## src/rmd_pkg.sv

```systemverilog
`default_nettype none
package rmd_pkg;
	localparam int OPERAND_WIDTH = 32;
	localparam int W = OPERAND_WIDTH;
	// Quotient bits resolved per back-end stage
	localparam int STEPS = 4;
	localparam int NSTAGES = (2 * W - 1 + STEPS - 1) / STEPS;
	localparam int QW = NSTAGES * STEPS;
	localparam int QDEPTH = 4;
	localparam int QAW = $clog2(QDEPTH);

	localparam logic [1:0] ST_OK = 2'd0;
	localparam logic [1:0] ST_DIV_ZERO = 2'd1;
	localparam logic [1:0] ST_OVERFLOW = 2'd2;

	typedef struct packed {
		logic signed [W-1:0] number;
		logic signed [W-1:0] numerator;
		logic signed [W-1:0] denominator;
	} req_t;

	typedef struct packed {
		logic signed [W-1:0] quotient;
		logic [1:0] status;
	} rsp_t;

	// Classified work handed from front to back
	typedef struct packed {
		logic neg;
		logic dz;
		logic [W-1:0] dvs;
		logic [QW-1:0] mag;
	} work_t;
endpackage
`default_nettype wire

```

## src/rmd_front.sv

```systemverilog
`default_nettype none
module rmd_front import rmd_pkg::*; (
	input wire logic clk,
	input wire logic arst_n,
	input wire logic req_valid,
	output logic req_ready,
	input wire req_t req,
	output logic push_valid,
	input wire logic push_ready,
	output work_t push_work
);
	logic v_s1, v_s2, v_s3;
	logic [W-1:0] a_s1, b_s1, d_s1, d_s2;
	logic neg_s1, dz_s1, neg_s2, dz_s2;
	logic [2*W-1:0] prod_s2;
	work_t work_s3;
	logic adv;

	assign adv = !v_s3 || push_ready;
	assign req_ready = adv;
	assign push_valid = v_s3;
	assign push_work = work_s3;

	always_ff @(posedge clk or negedge arst_n) begin
		if (!arst_n) begin
			v_s1 <= 1'b0;
			v_s2 <= 1'b0;
			v_s3 <= 1'b0;
		end else if (adv) begin
			v_s1 <= req_valid;
			v_s2 <= v_s1;
			v_s3 <= v_s2;
		end
	end

	// magnitudes and sign of the rounded quotient
	always_ff @(posedge clk) begin
		if (adv) begin
			a_s1 <= req.number[W-1] ? W'(-req.number) : W'(req.number);
			b_s1 <= req.numerator[W-1] ? W'(-req.numerator) : W'(req.numerator);
			d_s1 <= req.denominator[W-1] ? W'(-req.denominator) : W'(req.denominator);
			neg_s1 <= (req.number[W-1] ^ req.numerator[W-1] ^ req.denominator[W-1])
				&& (req.number != '0) && (req.numerator != '0);
			dz_s1 <= (req.denominator == '0);
			prod_s2 <= (2*W)'(a_s1) * (2*W)'(b_s1);
			d_s2 <= d_s1;
			neg_s2 <= neg_s1;
			dz_s2 <= dz_s1;
			work_s3.mag <= QW'(prod_s2[2*W-2:0]) + QW'(d_s2[W-1:1]);
			work_s3.dvs <= d_s2;
			work_s3.neg <= neg_s2;
			work_s3.dz <= dz_s2;
		end
	end
endmodule
`default_nettype wire

```

## config.mk

```make
export PLATFORM = sky130hd
export DESIGN_NAME = rmd_front
export DESIGN_NICKNAME = d
export VERILOG_FILES = /design/src/rmd_pkg.sv /design/src/rmd_front.sv
export SDC_FILE = /design/constraint.sdc
export NUM_CORES = 2
export LEC_CHECK = 0
export ABC_AREA = 1
export BUFFER_PORTS_ARGS = -buffer_cell sky130_fd_sc_hd__buf_2
export CAP_MARGIN = 10
export CORE_MARGIN = 2
export CORE_UTILIZATION = 35
export DETAILED_ROUTE_END_ITERATION = 10
export RECOVER_POWER = 50
export SETUP_SLACK_MARGIN = 0.4
export SYNTH_ARGS = -nofsm -noshare
export SYNTH_HDL_FRONTEND = slang
export SYNTH_SLANG_ARGS = --single-unit
```

## constraint.sdc

```tcl
create_clock -name clk -period 8.3 [get_ports clk]
set_clock_uncertainty 0.15 [all_clocks]
set_input_delay 1.245 -clock clk [delete_from_list [all_inputs] [get_ports clk]]
set_output_delay 1.245 -clock clk [all_outputs]
set_load 0.05 [all_outputs]
```

# Word level (Yosys, flattened, before mapping)
# Cells that the tools add are included.
# word_totals
reg_bits	296
input_bits	100
output_inout_bits	100
wordCells	36
# op_classes
add_sub_neg	4
mul	1
mux	3
bitwise	2
reduce_logical	7
# op_table
cell	n
32-bit negation	3
31-bit 2-to-1 mux	3
63-bit by 31-bit adder with 64-bit output	1
32-bit nonzero test	2
32-bit by 32-bit multiplier with 63-bit output	1
32-bit zero test	1
1-bit logical AND	2
1-bit bitwise XOR	2
1-bit zero test	1
1-bit logical OR	1

# Depth between registers and ports, before layout
# depth
ltp_word	4
depth_mapped	32
ltp_nobuf	31

# Worst setup path before layout
# No wires, ideal clock.
# synth_timing
kind	input to output
start	in push_ready
end	out req_ready
t_arrival_ns	7.804
path_slack_ns	-0.899
stages	2
path_cell_list	inv_1 > nand2_1
# synth_via
elab_chain_len	1
# synth_lines
item	line_no	rtl
start: declaration	rmd_front.sv:9	input wire logic push_ready,
1-bit logical OR	rmd_front.sv:19	assign adv = !v_s3 || push_ready;
end: declaration	rmd_front.sv:6	output logic req_ready,
# No other way between the ends.

# Worst setup path in the final report
# layout_timing
start	reg a_s1[23]
end	reg prod_s2[39], data pin
# layout_via
elab_chain_len	1
# layout_lines
item	line_no	rtl
start: declaration	rmd_front.sv:13	logic [W-1:0] a_s1, b_s1, d_s1, d_s2;
start signal: assignment	rmd_front.sv:39	a_s1 <= req.number[W-1] ? W'(-req.number) : W'(req.number);
32-bit by 32-bit multiplier with 63-bit output	rmd_front.sv:45	prod_s2 <= (2*W)'(a_s1) * (2*W)'(b_s1);
end signal: assignment	rmd_front.sv:45	
end: declaration	rmd_front.sv:15	logic [2*W-1:0] prod_s2;
# No other way between the ends.
# A chain may end at the register's enable or synchronous reset.

==> qor.yml <==
outcome:
  status: "finished, violations left"
  violations: "capacitance limit, slew limit"
finish:
  final_common_cell: "nand2_1"
  drive_gt1_frac: 0.0582
  area_growth_pct: 9.88
  n_antenna_cell: 0
  mostFrequentLayoutCells: "2,057 x nand2_1, 1,972 x inv_1, 896 x fa_1"
  nNetsFinal: 8122
  nFillCells: 15125
job:
  cap_viol_max_count: 2
global_routing:
  grt_max_degree: 105
  grt_first_pass_wirelength_um: 249000
  grt_pass1_vias: 43215
  antenna_found_initial: 1
  grt_use_total: 0.213
  grt_remaining_overflow: 0
floorplanning:
  die_h_um: 388
  dieArea_mm2: 0.151
  ios: 200
  initial_utilization: 0.353
  die_w_um: 388
  rows: 140
  coreArea_mm2: 0.146
synth:
  syn-num-nets: 7940
  yosysSeqAreaShare: 0.172
  synth_top_area_frac: 0.347
  ys_types: 40
  yosysTopAreaCell: "fa_1"
  syn_area_mm2: 0.0516
  syn_area_per_cell_um2: 7.76
  async_reset_ff_frac: 0.0101
  synth_edf_count: 293
  yosysWarnings: 0
  yosys-top-cells-area: "fa_1 35%, edfxtp_1 17%, nand2_1 15%, inv_1 14%, ha_1 7.1%"
  synth-main-ff-cell: "edfxtp_1"
  ys_seq_elements: 296
  synth_cells: 6653
worst_setup_path:
  path_class: "reg -> reg"
  r2r-start: "a_s1[23]$_DFFE_PP_"
  critical-path-max-stage-delay_ps: 1030
  worstPathCellList: "nand2_1 > fa_1 > fa_1 > fa_1 > fa_1 > inv_1 > fa_1 > fa_1 > fa_1 > inv_1 > fa_1 > inv_1 > ha_1 > nand2_1 > nor2_1 > nand2_1 > nor2_1 > nand3_1 > nand4_1 > nand2_1"
  cp_common_cell: "fa_1"
  r2r-end: "prod_s2[39]$_DFFE_PP_"
  cp_max_fo: 16
  worstPathRequired_ps: 8450
  crit_arrival_ps: 7910
  crit_path_end_kind: "register"
  reg2reg_slack_ps: 540
  worst-path-buf-inv: 3
  worst_setup_path_start_kind: "register"
  critical_path.top_delay_family: "adder cells"
  slowest_stage: "edfxtp_1"
  worstRegToRegCells: 20
sta:
  hold_violations: 0
  maxSlewViolCount: 133
  post-route-min-period_ps: 7760
  finalSetupViolations: 0
  fin_ws_ps: 539
  rsz0062_at_grt: "no"
  relSlewSlack: -2.23
  fmax_mhz: 129
  tightest_slew_ps: 4840
  fin_setup_tns_ps: 0
  period_share: 0.935
clocking:
  clk_path_buf_depth: 3
  cts_max_level: 2
  cts_tree: "yes"
  clock-sinks: 296
  cts_resized: 0
  clkLatencyLatePin_ps: 600
  numCtsBuffers: 36
  cts.root.buffer_cell: "clkbuf_16"
  path_clk_slew_ps: 60
detailed_routing:
  wire_per_inst_um: 18.2
  wirelength_um: 160000
  viasPerCell: 4.75
  vias: 41738
  drc_errors: 0
  ant_nets: 0
  drt-initial-drc-count: 3144
  firstDrtPassIters: 6
placed_design:
  pre_cts_ws_ps: 503
  io_buffers: 199
  gp_congestion: 0.959
  dp_hpwl_um: 133000
worst_hold_path:
  hold_start: "d_s1[9]$_DFFE_PP_"
  whs_endpoint: "d_s2[9]$_DFFE_PP_"
  hold_path.class: "reg -> reg"
  min_path_cells: 0
## cells in the mapped netlist (2+ instances only)
master    number
nor2_2        20
nand2_1     2053
a31oi_1        4
nor4_1         7
fa_1         896
a21o_1         2
and2_2         2
a21oi_1       82
nor3_2         9
edfxtp_1     293
o21ai_0       47
nand3_2        6
xnor2_1       26
clkbuf_1     204
and3_1         6
nand4_1       63
nor2_1       258
or2_2          3
nand3_1      178
dfrtp_1        3
nor3_1        43
xor2_1       117
nor3_4         3
and2_1         5
inv_1       1971
nand2_2       11
ha_1         291
o21bai_1      22
inv_2          5
nand3b_1      12
or2_1          2
## layer usage
layer	GRT usage	up-vias	share of wire
met2	0.353	1566	0.47
li1	-	19399	-
met4	0.0543	0	0.026
met3	0.0304	243	0.074
met1	0.293	20530	0.43
met5	0	-	0
## flip-flops by register name (all words and copies together), names as in the netlist
signal / count
a_s1: 32
b_s1: 32
d_s1: 32
d_s2: 32
dz_s1: 1
dz_s2: 1
neg_s1: 1
neg_s2: 1
prod_s2: 63
push_valid: 1
push_work: 98
v_s1: 1
v_s2: 1
## cells by family after synthesis
kind of cell | after synthesis | share of synthesized area
mux | 1 | 0.000218
compound gates | 160 | 0.0169
xor+xnor | 143 | 0.0243
flops | 296 | 0.172
fa+ha+maj | 1187 | 0.418
buf+inv | 2182 | 0.159
simple gates | 2684 | 0.210
## how the worst max path moves through the flow
stage | start | end | slack [ps] | cells past startpoint
2_1_floorplan | a_s1[31]$_SDFFCE_PN0P_ | prod_s2[60]$_DFFE_PP_ | 1750 | 25
3_3_place_gp | b_s1[4]$_DFFE_PP_ | prod_s2[39]$_DFFE_PP_ | 520 | 22
3_5_place_dp | b_s1[4]$_DFFE_PP_ | prod_s2[39]$_DFFE_PP_ | 500 | 22
4_1_cts | b_s1[4]$_DFFE_PP_ | prod_s2[39]$_DFFE_PP_ | 500 | 22
5_1_grt | a_s1[23]$_DFFE_PP_ | prod_s2[62]$_DFFE_PP_ | 410 | 23
6_report | a_s1[23]$_DFFE_PP_ | prod_s2[39]$_DFFE_PP_ | 540 | 20
## per-stage QoR
step	cell area (µm²)	hold WS [ps]	utilization	instances
3_5_place_dp	55200	255	0.378	8672
3_3_place_gp	55200	251	0.378	8672
2_1_floorplan	51600	250	-	6653
4_1_cts	56400	238	0.386	8736
5_1_grt	56700	277	0.388	8778
6_report	56700	268	0.388	8778
## final cells by class
class,count,area [µm²],share of cell area
clock inverter,25,349,0.00615
tap,1917,2400,0.0423
multi-input combinational,4175,34500,0.609
clock buffer,39,912,0.0161
inverter,1977,7420,0.131
sequential,296,8870,0.156
timing repair buffer,349,2250,0.0397
## what timing repair did
action | 4_1_cts | 5_1_grt
endpoints found under the setup margin | 0 | 14
setup buffers | 0 | 42
hold buffers | 0 | 0
Power is left out: the tool's default activity adds up to more than one toggle a clock period on the data nets, which glitch-free logic cannot reach.
