File: config.mk
export PLATFORM = sky130hd
export DESIGN_NAME = rmd_queue
export DESIGN_NICKNAME = d
export VERILOG_FILES = /design/src/rmd_pkg.sv /design/src/rmd_queue.sv
export SDC_FILE = /design/constraint.sdc
export NUM_CORES = 1
export LEC_CHECK = 0
export BUFFER_PORTS_ARGS = -buffer_cell sky130_fd_sc_hd__buf_2
export CORE_MARGIN = 1
export CORE_UTILIZATION = 45
export CTS_CLUSTER_DIAMETER = 200
export CTS_CLUSTER_SIZE = 10
export DETAILED_ROUTE_END_ITERATION = 10
export PLACE_DENSITY = 0.65
export SYNTH_ARGS = -nofsm -noshare
export SYNTH_HDL_FRONTEND = slang
export SYNTH_SLANG_ARGS = --single-unit
File: constraint.sdc
create_clock -name clk -period 4.7 [get_ports clk]
set_input_delay 0.705 -clock clk [delete_from_list [all_inputs] [get_ports clk]]
set_output_delay 0.705 -clock clk [all_outputs]
set_load 0.005 [all_outputs]
File: src/rmd_pkg.sv
`default_nettype none
package rmd_pkg;
	localparam int OPERAND_WIDTH = 32;
	localparam int W = OPERAND_WIDTH;
	// Quotient bits resolved per back-end stage
	localparam int STEPS = 4;
	localparam int NSTAGES = (2 * W - 1 + STEPS - 1) / STEPS;
	localparam int QW = NSTAGES * STEPS;
	localparam int QDEPTH = 4;
	localparam int QAW = $clog2(QDEPTH);

	localparam logic [1:0] ST_OK = 2'd0;
	localparam logic [1:0] ST_DIV_ZERO = 2'd1;
	localparam logic [1:0] ST_OVERFLOW = 2'd2;

	typedef struct packed {
		logic signed [W-1:0] number;
		logic signed [W-1:0] numerator;
		logic signed [W-1:0] denominator;
	} req_t;

	typedef struct packed {
		logic signed [W-1:0] quotient;
		logic [1:0] status;
	} rsp_t;

	// Classified work handed from front to back
	typedef struct packed {
		logic neg;
		logic dz;
		logic [W-1:0] dvs;
		logic [QW-1:0] mag;
	} work_t;
endpackage
`default_nettype wire

File: src/rmd_queue.sv
`default_nettype none
module rmd_queue import rmd_pkg::*; (
	input wire logic clk,
	input wire logic arst_n,
	input wire logic push_valid,
	output logic push_ready,
	input wire work_t push_work,
	output logic pop_valid,
	input wire logic pop_ready,
	output work_t pop_work
);
	work_t mem [QDEPTH];
	logic [QAW-1:0] wptr_q, rptr_q;
	logic [QAW:0] cnt_q;
	logic push, pop;

	assign push_ready = (cnt_q != (QAW+1)'(QDEPTH));
	assign pop_valid = (cnt_q != '0);
	assign push = push_valid && push_ready;
	assign pop = pop_valid && pop_ready;
	assign pop_work = mem[rptr_q];

	always_ff @(posedge clk) begin
		if (push) begin
			mem[wptr_q] <= push_work;
		end
	end

	always_ff @(posedge clk or negedge arst_n) begin
		if (!arst_n) begin
			wptr_q <= '0;
			rptr_q <= '0;
			cnt_q <= '0;
		end else begin
			if (push) wptr_q <= wptr_q + 1'b1;
			if (pop) rptr_q <= rptr_q + 1'b1;
			cnt_q <= cnt_q + (QAW+1)'(push) - (QAW+1)'(pop);
		end
	end
endmodule
`default_nettype wire

* Yosys cells after proc, flatten, opt, wreduce, memory -nomap -nowiden
Memories as Yosys holds them, arrays and structs flattened.
Cells that the tools add are included.
** Storage, ports and cells
- Memories kept :: 1
- Bits in read-only memories :: 0
- Flip-flop bits (word level) :: 7
- RAM bits :: 392
- Logic and storage cells :: 14
- Bits in latches :: 0
** Memory list
- mem :: depth 4, width 98, rd ports 1, clocked after memory_dff 0, wr ports 1, line rmd_queue.sv:12 : work_t mem [QDEPTH];
** Cells by class
- Shift operators :: 0
- Multiply operators :: 0
- Bitwise logic cells :: 0
- $add $sub $neg :: 4
- Order comparisons :: 0
- Mux-type cells :: 2
- Div/mod/pow operators :: 0
- Reduce and logical (&&, ||, !) cells :: 3
- Equal/unequal tests :: 1
** Operators with widths (count)
- 2-bit by 1-bit adder with 2-bit output, second input constant :: 2
- 3-bit by 1-bit adder with 3-bit output :: 1
- 3-bit != test, second input constant :: 1
- 3-bit nonzero test :: 1
- 3-bit by 1-bit subtractor with 3-bit output :: 1
- 1-bit logical AND :: 2
- 1-bit 2-to-1 mux :: 2

* Longest topological paths before layout
Gate-level depths: netlist of run 1.
- Depth after elaboration :: 4
- Mapped depth :: 9
- Depth with buffers taken out :: 9

* Worst setup path after synthesis of run 1
OpenSTA, ideal clock, no wires.
- Kind :: input to register
- From :: input push_valid
- To :: memory mem[0][0] (netlist bit) (enable)
- Path slack :: 1.197 ns
- Cell stages on the path :: 1
- Data required time :: 4.231 ns
- Buffers on the path :: 0
- Arrival :: 3.035 ns
- Path through :: and3b_1
** On the way
- Word-level cells in the longest chain between the ends :: 3
** Ends and longest elaborated chain
- from (decl) :: line rmd_queue.sv:5 : input wire logic push_valid,
- 1-bit logical AND :: line rmd_queue.sv:19 : assign push = push_valid && push_ready;
- 1-bit 2-to-1 mux :: line rmd_queue.sv:24 : if (push) begin
- 1-bit 2-to-1 mux (not written as such) :: line rmd_queue.sv:25 : mem[wptr_q] <= push_work;
- to (decl) :: line rmd_queue.sv:12
Every way passes these cells.

==> out/summary.txt, run 1 <==
SETUP PATH
--------------------------------------------------------------------------------------
Setup Crit Path Kind                                                           reg2out
Crit path capture type                                                    primary output
Required time of the critical path                                             3.99 ns
R2r startpoint                                                                cnt_q[2]
Timing endpoint of the critical path                                      pop_work[51]
Register-to-register setup slack                                               2.27 ns
Reg-to-reg endpoint                                                         mem[3][60]
Crit path DAT                                                                  2.53 ns
Path depth of the worst reg2reg path                                                 3
Start point of the critical path                                             rptr_q[0]
Startpoint type of the worst setup path                                           flop
Biggest fanout along the worst timing path                                          24

ROUTE
--------------------------------------------------------------------------------------
Total number of vias                                                             6,525
Count of nets left with antenna violations after detail routing                      0
Number of optimization iterations in the first detailed-route pass                   4
Detailed-route DRC error count                                                       0
Drt first-iter violations                                                          442
Wire length reported by the detailed router                                    26.7 mm
Routed WL per cell                                                             21.7 um
Vias per Instance                                                                 5.29

LOGIC SYNTHESIS
--------------------------------------------------------------------------------------
Post-Synth Adder-Cell Area                                                      0.646%
Flop and latch count out of synthesis                                              399
Post-synthesis net count                                                           662
Mean area per synthesized cell                                                26.6 um2
Mux cell area share after synthesis                                              15.0%
Simple-gate area share of the yosys netlist                                     0.714%
Main combinational cell family by area after synthesis                    multiplexers
Distinct cells, synth                                                               21
Share of the synthesized area in compound gates (AO/OA/AOI/OAI)                 0.221%
Yosys warnings                                                                       0
Xor/xnor cell area share of the yosys netlist                                   0.238%
Synthesized cell area                                                       14,700 um2
Proportion of synthesized chip area in sequential cells                          81.2%
Instance count of the mapped netlist                                               553

TIMING
--------------------------------------------------------------------------------------
Normalized max-slew margin                                                       37.9%
Hold Fails Final Rpt                                                                 0
RSZ-0062 raised after global routing                                                no
Setup slack of the critical path after layout                                  1.46 ns
Max Fclk                                                                       309 MHz
Post-route clock period utilization                                              68.9%
Final-layout setup total negative slack                                           0 ns
Total setup violations reported at the end of the flow                               0
Post-route minimum period                                                      3.24 ns
Slew Limit Fails                                                                     0
Slew of the pin with the lowest slew margin                                   0.932 ns
Max Clock Skew                                                               0.0177 ns
Post-route worst hold slack                                                   0.391 ns

CLOCKING
--------------------------------------------------------------------------------------
Post-cts hold buffer count                                                           1
Clock slew at the register clock pins of the worst setup and hold paths        0.05 ns
Gates resized, CTS repair                                                            0
Clk sinks                                                                          399
Buffer depth of the longest clock path                                               3
Clock tree root driver cell                                                  clkbuf_16
Post-CTS setup buffer count                                                          0
CTS tree                                                                           yes
Clock insertion delay at the later pin of the skew report                      0.53 ns
Level count of the clock H-tree                                                      2
Cts bufs inserted                                                                   45

PLACE
--------------------------------------------------------------------------------------
Routability Congestion                                                           0.718
Number of I/O port buffers                                                         201
Pre-CTS setup slack                                                            1.92 ns
Post-detailed-placement half-perimeter wirelength                              15.3 mm
Placed cell areas                                                           16,100 um2
Cell Count Post-Placement                                                        1,174

FINAL LAYOUT
--------------------------------------------------------------------------------------
Area added between synthesis and finish                                          18.1%
Net count, final                                                                   896
Area used by multi-input combinational logic                                  2490 um2
Most frequent cells in the layout                                         edfxtp_1, buf_2, mux4_2, clkbuf_16, clkbuf_1
Cell Count, Final, Fillers Out                                                   1,233
Ratio of cells with drive above 1 in the final layout                            45.2%
Number of filler cells placed in the layout                                      2,434
Summed area of non-filler cells in the final layout                         17,400 um2
Most common cell after layout, fill and taps aside                            edfxtp_1
Final core occ                                                                   54.5%
Register area                                                               12,000 um2
Count of inserted antenna diode cells                                                0

POWER
--------------------------------------------------------------------------------------
Leakage Power                                                                  5.87 nW
Power per standard cell area                                                621 nW/um2
Post-route total power                                                         10.8 mW
Worst supply voltage drop on vdd                                              0.461 mV

FLOORPLAN
--------------------------------------------------------------------------------------
Core Region                                                                 31,900 um2
Count of pins on the block boundary                                                202
Die width                                                                       183 um
Starting density of the core                                                     46.1%
Die area                                                                    33,400 um2
Chip height                                                                     183 um
Number of rows in the core area                                                     65

MIN PATH
--------------------------------------------------------------------------------------
Worst Min Path Start                                                      push_work[28]
Classification of the worst-slack hold path                                     in2reg

OUTCOME
--------------------------------------------------------------------------------------
Outcome                                                                   finished clean

GLOBAL ROUTE
--------------------------------------------------------------------------------------
Number of antenna violations at the first check in global routing                    3
Overall routing resource usage                                                   16.5%
Vias in the first global route                                                   7,215
Global-route wire length before repair                                         41.2 mm
Pin count of the biggest net entering global routing                                95
Total global routing overflow                                                        0

FLOW RUN
--------------------------------------------------------------------------------------
Max-capacitance violation count                                                      0

==> sequential cells by signal (all words and copies together) (netlist names) <==
register and cells:
mem 392, wptr_q 2, rptr_q 2, cnt_q 3
==> worst min-delay path by stage <==
stage                      end  slack [ns]  depth (start not counted)
finish              mem[2][28]        0.39                          1
global route         mem[3][2]        0.36                          1
CTS                 mem[1][97]        0.36                          1
detailed placement    cnt_q[2]        0.55                          1
global placement      cnt_q[0]        0.55                          1
floorplan             cnt_q[0]        0.41                          0
==> power by group <==
| group | switching [mW] | internal (mW) |
|---|---|---|
| Clock | 1.21 | 1.78 |
| Combinational | 1.45 | 1.43 |
| Sequential | 0.232 | 4.70 |
| Total | 2.89 | 7.90 |
==> routing by layer <==
| layer | wire (um) | track usage, % | vias to the layer above |
|---|---|---|---|
| met1 | 10800 | 20.3 | 3431 |
| met4 | 725 | 5.27 | 6 |
| li1 | - | - | 2841 |
| met5 | 36 | 0 | - |
| met2 | 13300 | 27.9 | 196 |
| met3 | 1900 | 5.10 | 51 |
==> Yosys cell counts (all sizes together) <==
cell type | n | share of area (%)
and3b | 4 | 0.24
edfxtp | 392 | 80
o31a | 1 | 0.060
or3 | 1 | 0.043
nor3b | 1 | 0.085
xnor2 | 3 | 0.18
nand2 | 1 | 0.025
ha | 6 | 0.51
buf | 22 | 1.8
o211ai | 2 | 0.10
o311ai | 1 | 0.060
fa | 1 | 0.14
dfrtp | 7 | 1.2
inv | 6 | 0.15
nand2b | 4 | 0.17
nand4bb | 2 | 0.15
mux4 | 98 | 15
xor2 | 1 | 0.060
==> cell type report <==
class / count / area share (%)
Sequential cell: 399 / 68.8
Multi-Input combinational cell: 126 / 14.3
Clock buffer: 57 / 6.98
Timing Repair Buffer: 209 / 6.58
Tap cell: 435 / 3.13
Inverter: 6 / 0.130
Clock inverter: 1 / 0.0504
==> cell families after synthesis <==
group / Yosys count
xor+xnor: 4
mux: 98
buf+inv: 28
simple gates: 13
fa+ha+maj: 7
compound gates: 4
flops: 399
==> worst max-delay path, cell delays in order, from the launching register on <==
cell and delay (ns):
dfrtp_4 0.72, buf_4 0.52, mux4_2 0.59, buf_2 0.15
Note: power is estimated with default switching activity, not from simulation.
==> run 2, diff against run 1 <==
--- a/config.mk
+++ b/config.mk
@@ -5,13 +5,14 @@
 export SDC_FILE = /design/constraint.sdc
 export NUM_CORES = 1
 export LEC_CHECK = 0
+export ABC_AREA = 1
 export BUFFER_PORTS_ARGS = -buffer_cell sky130_fd_sc_hd__buf_2
 export CORE_MARGIN = 1
 export CORE_UTILIZATION = 45
 export CTS_CLUSTER_DIAMETER = 200
 export CTS_CLUSTER_SIZE = 10
 export DETAILED_ROUTE_END_ITERATION = 10
-export PLACE_DENSITY = 0.65
+export PLACE_DENSITY = 0.67
 export SYNTH_ARGS = -nofsm -noshare
 export SYNTH_HDL_FRONTEND = slang
 export SYNTH_SLANG_ARGS = --single-unit
==> constraint.sdc (replaced) <==
create_clock -name clk -period 2.6 [get_ports clk]
set_input_delay 0.39 -clock clk [delete_from_list [all_inputs] [get_ports clk]]
set_output_delay 0.39 -clock clk [all_outputs]
set_load 0.005 [all_outputs]
==> run 2 against run 1 <==
Effect of this change:
- sequential share of layout area shrank 5.1 points
- combinational power is 150% higher
- final cell count rose by 61%
- flip-flop and latch count unchanged
- sequential power up 77%
- critical endpoint is now pop_work[40]
- largest cell class unchanged
- highest routed layer unchanged
==> out/summary.txt, run 2 <==
TIMING
--------------------------------------------------------------------------------------
Slew Limit Fails                                                                     0   unchanged
Total setup violations reported at the end of the flow                               0   unchanged
Post-route clock period utilization                                              92.4%
Max Clock Skew                                                              0.00885 ns   was 0.0177 ns
Post-route minimum period                                                      2.40 ns
RSZ-0062 raised after global routing                                                no   unchanged
Normalized max-slew margin                                                       57.5%   was 37.9%
Slew of the pin with the lowest slew margin                                   0.636 ns   was 0.932 ns
Post-route worst hold slack                                                  0.0599 ns   was 0.391 ns
Hold Fails Final Rpt                                                                 0   unchanged
Max Fclk                                                                       416 MHz
Final-layout setup total negative slack                                           0 ns   unchanged

CLOCKING
--------------------------------------------------------------------------------------
Clock tree root driver cell                                                  clkbuf_16   unchanged
Post-CTS setup buffer count                                                          0   unchanged
Clock insertion delay at the later pin of the skew report                      0.53 ns   about the same
Clock slew at the register clock pins of the worst setup and hold paths        0.06 ns   was 0.05 ns
Clk sinks                                                                          399   unchanged
Buffer depth of the longest clock path                                               3   unchanged
CTS tree                                                                           yes   unchanged
Cts bufs inserted                                                                   45   unchanged
Level count of the clock H-tree                                                      2   unchanged

ROUTE
--------------------------------------------------------------------------------------
Detailed-route DRC error count                                                       0   unchanged
Drt first-iter violations                                                          607   was 442
Wire length reported by the detailed router                                    31.8 mm   was 26.7 mm
Total number of vias                                                             9,667   was 6,525
Vias per Instance                                                                 4.86   was 5.29
Count of nets left with antenna violations after detail routing                      0   unchanged
Number of optimization iterations in the first detailed-route pass                   4   unchanged
Routed WL per cell                                                             16.0 um   was 21.7 um

PLACE
--------------------------------------------------------------------------------------
Routability Congestion                                                           0.733   was 0.718
Post-detailed-placement half-perimeter wirelength                              18.3 mm   was 15.3 mm
Number of I/O port buffers                                                         201   unchanged
Cell Count Post-Placement                                                        1,925   was 1,174

POWER
--------------------------------------------------------------------------------------
Sequential power share                                                           41.1%   was 45.7%
Power spent charging and discharging nets                                      7.04 mW   was 2.89 mW
Comb power frac                                                                  33.4%   was 26.6%
Power per standard cell area                                               1140 nW/um2   was 621 nW/um2
Post-route total power                                                         21.3 mW   was 10.8 mW
Cell Int Power                                                                 14.2 mW   was 7.90 mW
Fraction of power spent switching nets                                           33.1%   was 26.8%
Worst supply voltage drop on vdd                                              0.659 mV   was 0.461 mV
Share of total power in the clock network                                        25.5%   was 27.7%
Leakage Power                                                                  7.50 nW   was 5.87 nW

SETUP PATH
--------------------------------------------------------------------------------------
Register-to-register setup slack                                               0.53 ns   was 2.27 ns
Timing endpoint of the critical path                                      pop_work[40]   was pop_work[51]
Startpoint type of the worst setup path                                           flop   unchanged
Path depth of the worst reg2reg path                                                11   was 3
Setup Crit Path Kind                                                           reg2out   unchanged
Crit path capture type                                                    primary output   unchanged
Reg-to-reg endpoint                                                           cnt_q[2]   was mem[3][60]
Biggest fanout along the worst timing path                                          65   was 24
R2r startpoint                                                                cnt_q[1]   was cnt_q[2]
Start point of the critical path                                             rptr_q[0]   unchanged
Crit path DAT                                                                  2.01 ns   was 2.53 ns
Required time of the critical path                                             2.21 ns   was 3.99 ns

FLOORPLAN
--------------------------------------------------------------------------------------
Count of pins on the block boundary                                                202   unchanged
Core Region                                                                 34,500 um2   was 31,900 um2
Die width                                                                       189 um   was 183 um
Chip height                                                                     189 um   was 183 um
Die area                                                                    35,900 um2   was 33,400 um2
Starting density of the core                                                     45.8%   was 46.1%
Number of rows in the core area                                                     68   was 65

LOGIC SYNTHESIS
--------------------------------------------------------------------------------------
Yosys warnings                                                                       0   unchanged
Mean area per synthesized cell                                                12.2 um2   was 26.6 um2
Synthesized cell area                                                       15,800 um2   was 14,700 um2
Cell type with the largest total area after synthesis                         edfxtp_1   unchanged
Proportion of synthesized chip area in sequential cells                          75.6%   was 81.2%
Most instantiated library cell after synthesis                                edfxtp_1   unchanged
Post-synth ARST share                                                            1.75%   unchanged
Most area-consuming cells after synthesis                                 edfxtp_1, nand2_1, nor2_1, o21ai_0, o21ai_1   was edfxtp_1, mux4_2, buf_12, dfrtp_1, ha_1
Post-synthesis net count                                                         1,408   was 662
Most frequently used flop master after synthesis                              edfxtp_1   unchanged
Number of flops mapped to enable cells by yosys                                    392   unchanged
Distinct cells, synth                                                               16   was 21
Instance count of the mapped netlist                                             1,299   was 553
Share of the synthesized area in the top cell type                               74.4%   was 80.0%
Flop and latch count out of synthesis                                              399   unchanged
Leading cell types by count after synthesis                               edfxtp_1, nand2_1, nor2_1   was edfxtp_1, mux4_2, buf_12, buf_2, dfrtp_1

FINAL LAYOUT
--------------------------------------------------------------------------------------
Net count, final                                                                 1,628   was 896
Cell Count, Final, Fillers Out                                                   1,988   was 1,233
Most frequent cells in the layout                                         edfxtp_1, nand2_1, buf_2, nor2_1, inv_1   was edfxtp_1, buf_2, mux4_2, clkbuf_16, clkbuf_1
Ratio of cells with drive above 1 in the final layout                            19.2%   was 45.2%
Registers with the most flip-flops                                        mem: 392 flops, cnt_q: 3 flops   unchanged
Area added between synthesis and finish                                          18.6%   was 18.1%
Most flop-heavy register                                                           mem   unchanged
Most common cell after layout, fill and taps aside                            edfxtp_1   unchanged
Number of flip-flops in the largest register                                       392   unchanged

GLOBAL ROUTE
--------------------------------------------------------------------------------------
Number of antenna violations at the first check in global routing                    9   was 3
Overall routing resource usage                                                   17.8%   was 16.5%
Pin count of the biggest net entering global routing                                72   was 95
Total global routing overflow                                                        0   unchanged
Vias in the first global route                                                   9,563   was 7,215
Global-route wire length before repair                                         49.7 mm   was 41.2 mm

MIN PATH
--------------------------------------------------------------------------------------
Worst Min Path Start                                                      push_work[4]   was push_work[28]
Classification of the worst-slack hold path                                     in2reg   unchanged

FLOW RUN
--------------------------------------------------------------------------------------
Max-capacitance violation count                                                      0   unchanged

OUTCOME
--------------------------------------------------------------------------------------
Outcome                                                                   finished clean   unchanged

run 2: cell types whose count changed after synthesis, moves of 4 or more:
cell,change
and3b_1,-4
buf_1,+11
buf_12,-10
buf_2,+12
buf_6,+16
clkbuf_1,+13
inv_1,+106
mux4_2,-98
nand2_1,+312
nand2b_1,-4
nand3_1,+5
nor2_1,+201
o21ai_0,+104
o21ai_1,+92
run 2: power groups by stage:
stage / registers, mW / logic, mW / clock network [mW]
after floorplan: 8.84 / 4.39 / 0
final: 8.75 / 7.10 / 5.43
after global placement: 8.82 / 7.01 / 0
after detailed placement: 8.87 / 7.15 / 0
after CTS: 8.74 / 7.18 / 5.59
after global routing: 8.85 / 8.09 / 5.80
run 2: worst min path at each step:
stage          cells past startpoint         end  slack [ns]
3_3_place_gp                       1    cnt_q[2]        0.24
3_5_place_dp                       1    cnt_q[1]        0.24
2_1_floorplan                      0    cnt_q[0]        0.09
6_report                           1   mem[2][4]        0.06
4_1_cts                            1  mem[1][91]        0.03
5_1_grt                            1  mem[1][38]        0.04
run 2: layer usage:
layer,track usage (%),routed length [um],vias up
met4,5.49,724,8
met3,5.43,2420,56
met2,30.6,15200,221
met5,0,55,-
li1,-,-,4802
met1,21.4,13400,4580
run 2: what timing repair did:
item,in CTS,in global routing
hold buffers,1,0
hold endpoints to repair,7,0
setup endpoints to repair,0,28
gates resized for setup,0,6
run 2: area by class of cell:
| type | instances | area (um2) |
|---|---|---|
| Tap cell | 455 | 569 |
| Inverter | 114 | 437 |
| Multi-Input combinational cell | 722 | 3070 |
| Antenna cell | 5 | 12.5 |
| Timing Repair Buffer | 237 | 1490 |
| Clock inverter | 1 | 8.76 |
| Clock buffer | 55 | 1210 |
| Fill cell | 2868 | 15800 |
| Sequential cell | 399 | 12000 |
run 2: kinds of logic after synthesis:
logic type | after synthesis | share of synthesized area, %
fa+ha+maj | 7 | 0.601
flops | 399 | 75.6
buf+inv | 178 | 5.28
simple gates | 519 | 12.4
compound gates | 196 | 6.20
run 2: stage by stage:
stage / cell area [um2] / util, % / setup slack, ns
6_report: 18700 / 54.3 / 0.199
5_1_grt: 18700 / 54.3 / 0.0211
4_1_cts: 18700 / 54.1 / 0.0745
3_5_place_dp: 17500 / 50.5 / 0.529
3_3_place_gp: 17500 / 50.5 / 0.584
2_1_floorplan: 15900 / - / 0.0122
run 2: critical path: stages, from the launching register on:
cell and delay (ns):
dfrtp_4 0.47, buf_16 0.23, buf_16 0.28, nor2_1 0.08
nor2_1 0.08, o21ai_0 0.08, nand2_1 0.11, buf_2 0.11
==> run 3, diff against run 2 <==
--- a/config.mk
+++ b/config.mk
@@ -7,10 +7,10 @@
 export LEC_CHECK = 0
 export ABC_AREA = 1
 export BUFFER_PORTS_ARGS = -buffer_cell sky130_fd_sc_hd__buf_2
+export CORE_ASPECT_RATIO = 1.4
 export CORE_MARGIN = 1
 export CORE_UTILIZATION = 45
 export CTS_CLUSTER_DIAMETER = 200
-export CTS_CLUSTER_SIZE = 10
 export DETAILED_ROUTE_END_ITERATION = 10
 export PLACE_DENSITY = 0.67
 export SYNTH_ARGS = -nofsm -noshare
==> run 3 against run 2 <==
Effect of this change:
- sequential power is essentially flat
- first-iteration DRC count is 0.99% higher
- final cell count up 0.10%
- maximum frequency is 2.6% lower
- sequential share of layout area fell by 0.076 points
- largest power group unchanged
- largest cell class unchanged
- critical path type unchanged
- combinational power up 2%
- critical path depth unchanged
- routed wire length hardly changed
- register-to-register slack better by 0.03 ns
- setup slack worse by 0.063 ns
- critical endpoint is now pop_work[20]
- global-route usage fell by 0.43 points
==> out/summary.txt, run 3 (same netlist as run 2, synthesis figures left out) <==
ROUTE
--------------------------------------------------------------------------------------
Wire length reported by the detailed router                                    31.8 mm   about the same
Number of optimization iterations in the first detailed-route pass                   4   unchanged
Drt first-iter violations                                                          613   was 607
Detailed-route DRC error count                                                       0   unchanged
Vias per Instance                                                                 4.88   was 4.86
Count of nets left with antenna violations after detail routing                      0   unchanged
Total number of vias                                                             9,719   was 9,667
Routed WL per cell                                                             16.0 um   about the same

TIMING
--------------------------------------------------------------------------------------
Hold Fails Final Rpt                                                                 0   unchanged
Post-route clock period utilization                                              94.8%   was 92.4%
Final-layout setup total negative slack                                           0 ns   unchanged
RSZ-0062 raised after global routing                                                no   unchanged
Slew Limit Fails                                                                     0   unchanged
Total setup violations reported at the end of the flow                               0   unchanged
Post-route minimum period                                                      2.46 ns   was 2.40 ns
Slew of the pin with the lowest slew margin                                   0.723 ns   was 0.636 ns
Max Fclk                                                                       406 MHz   was 416 MHz
Normalized max-slew margin                                                       51.7%   was 57.5%
Max Clock Skew                                                               0.0124 ns   was 0.00885 ns

CLOCKING
--------------------------------------------------------------------------------------
Clk sinks                                                                          399   unchanged
Buffer depth of the longest clock path                                               3   unchanged
CTS tree                                                                           yes   unchanged
Clock slew at the register clock pins of the worst setup and hold paths        0.06 ns   about the same
Clock tree root driver cell                                                  clkbuf_16   unchanged
Post-CTS setup buffer count                                                          0   unchanged
Clock insertion delay at the later pin of the skew report                      0.53 ns   about the same
Level count of the clock H-tree                                                      2   unchanged
Cts bufs inserted                                                                   38   was 45

SETUP PATH
--------------------------------------------------------------------------------------
Crit path capture type                                                    primary output   unchanged
Crit path max-delay cell type                                                  dfrtp_4   unchanged
Largest delay contributor family on the critical path                     buffers and inverters   unchanged
Setup Crit Path Kind                                                           reg2out   unchanged
Biggest fanout along the worst timing path                                          43   was 65
Crit path DAT                                                                  2.07 ns   was 2.01 ns
Path depth of the worst reg2reg path                                                11   unchanged
Buffering stage count on the worst path with inverters included                      3   unchanged
Largest stage delay, worst path                                                0.55 ns   was 0.47 ns
Chain of cells forming the critical path                                  buf_16 > buf_16 > nor2_1 > nor2_1 > o21ai_1 > nand2_1 > buf_2   was buf_16 > buf_16 > nor2_1 > nor2_1 > o21ai_0 > nand2_1 > buf_2
Required time of the critical path                                             2.21 ns   about the same
Number of cells on the critical path                                                 7   unchanged
Startpoint type of the worst setup path                                           flop   unchanged

GLOBAL ROUTE
--------------------------------------------------------------------------------------
Pin count of the biggest net entering global routing                                86   was 72
Global-route wire length before repair                                         48.2 mm   was 49.7 mm
Total global routing overflow                                                        0   unchanged
Overall routing resource usage                                                   17.4%   was 17.8%
Vias in the first global route                                                   9,583   was 9,563
Number of antenna violations at the first check in global routing                    4   was 9

FINAL LAYOUT
--------------------------------------------------------------------------------------
Most flop-heavy register                                                           mem   unchanged
Most common cell after layout, fill and taps aside                            edfxtp_1   unchanged
Area added between synthesis and finish                                          18.7%   was 18.6%
Cell Count, Final, Fillers Out                                                   1,990   was 1,988
Most frequent cells in the layout                                         edfxtp_1, nand2_1, buf_2, nor2_1, inv_1   unchanged
Ratio of cells with drive above 1 in the final layout                            19.1%   was 19.2%
Number of flip-flops in the largest register                                       392   unchanged
Registers with the most flip-flops                                        mem: 392 flops, cnt_q: 3 flops   unchanged
Net count, final                                                                 1,619   was 1,628

FLOORPLAN
--------------------------------------------------------------------------------------
Core Region                                                                 34,300 um2   was 34,500 um2
Starting density of the core                                                     46.1%   was 45.8%
Chip height                                                                     224 um   was 189 um
Number of rows in the core area                                                     80   was 68
Die area                                                                    35,900 um2   about the same
Die width                                                                       160 um   was 189 um
Count of pins on the block boundary                                                202   unchanged

POWER
--------------------------------------------------------------------------------------
Power per standard cell area                                               1130 nW/um2   was 1140 nW/um2
Leakage Power                                                                  7.50 nW   about the same
Worst supply voltage drop on vdd                                              0.739 mV   was 0.659 mV
Post-route total power                                                         21.2 mW   was 21.3 mW

PLACE
--------------------------------------------------------------------------------------
Routability Congestion                                                           0.734   was 0.733
Cell Count Post-Placement                                                        1,918   was 1,925
Post-detailed-placement half-perimeter wirelength                              18.7 mm   was 18.3 mm
Number of I/O port buffers                                                         201   unchanged

FLOW RUN
--------------------------------------------------------------------------------------
Max-capacitance violation count                                                      0   unchanged

OUTCOME
--------------------------------------------------------------------------------------
Outcome                                                                   finished clean   unchanged

MIN PATH
--------------------------------------------------------------------------------------
Classification of the worst-slack hold path                                     in2reg   unchanged
Hold path depth                                                                      1   unchanged

==> run 3: path summary, 6_finish.rpt <==
| check | start | slack, ns | end |
|---|---|---|---|
| min | push_work[70] | 0.07 | mem[1][70] |
| max in group asynchronous | arst_n | 2.17 | rptr_q[0] |
| min in group asynchronous | arst_n | 0.24 | wptr_q[1] |
| min reg2reg | cnt_q[0] | 0.51 | cnt_q[0] |
| max | rptr_q[0] | 0.14 | pop_work[20] |
| max reg2reg | cnt_q[1] | 0.56 | cnt_q[2] |
==> run 3: timing repair <==
action                                 4_1_cts  5_1_grt
hold buffers                                 1        0
cloned                                       0        2
setup endpoints to repair                   10       31
pin swaps                                    0        0
endpoints found under the hold margin        7        0
gates resized for setup                      5        4
==> run 3: report_power, final <==
part           internal [mW]  leakage (nW)  switching, mW
clock network           3.06         0.583           2.19
registers               8.45          3.67          0.291
logic                   2.65          3.24           4.58
total                   14.2          7.50           7.06
==> run 3: final cells by class <==
cell class	instances	area, um2
diodes	3	7.51
clock buffers	50	1060
clock inverters	16	125
fillers	2822	15600
inverters	114	435
multi-input cells	722	3070
flip-flops and latches	399	12000
well taps	451	564
repair buffers	235	1560
==> run 3: worst reg2reg max path, delay by kind of cell, from the launching register on <==
| family | cells | cell delay, ns |
|---|---|---|
| adders and majority gates | 3 | 0.80 |
| buffers and inverters | 3 | 0.14 |
| DFF | 1 | 0.42 |
| and+or+nand+nor | 5 | 0.57 |
==> run 3: per-layer routing <==
| layer | routed length (um) | global-route usage (%) | up-vias |
|---|---|---|---|
| li1 | - | - | 4798 |
| met1 | 12200 | 18.8 | 4648 |
| met2 | 17000 | 32.2 | 220 |
| met3 | 1850 | 4.44 | 49 |
| met4 | 695 | 6.51 | 4 |
| met5 | 29 | 0 | - |
==> run 3: per-stage QoR <==
stage	area (um2)	utilization, %	hold WS [ns]	setup slack, ns
3_5_place_dp	17500	50.9	0.234	0.539
5_1_grt	18800	54.7	0.0439	0.0100
2_1_floorplan	15900	-	0.0944	0.0122
3_3_place_gp	17500	50.9	0.233	0.567
4_1_cts	18700	54.5	0.0409	0.0261
6_report	18800	54.7	0.0689	0.136
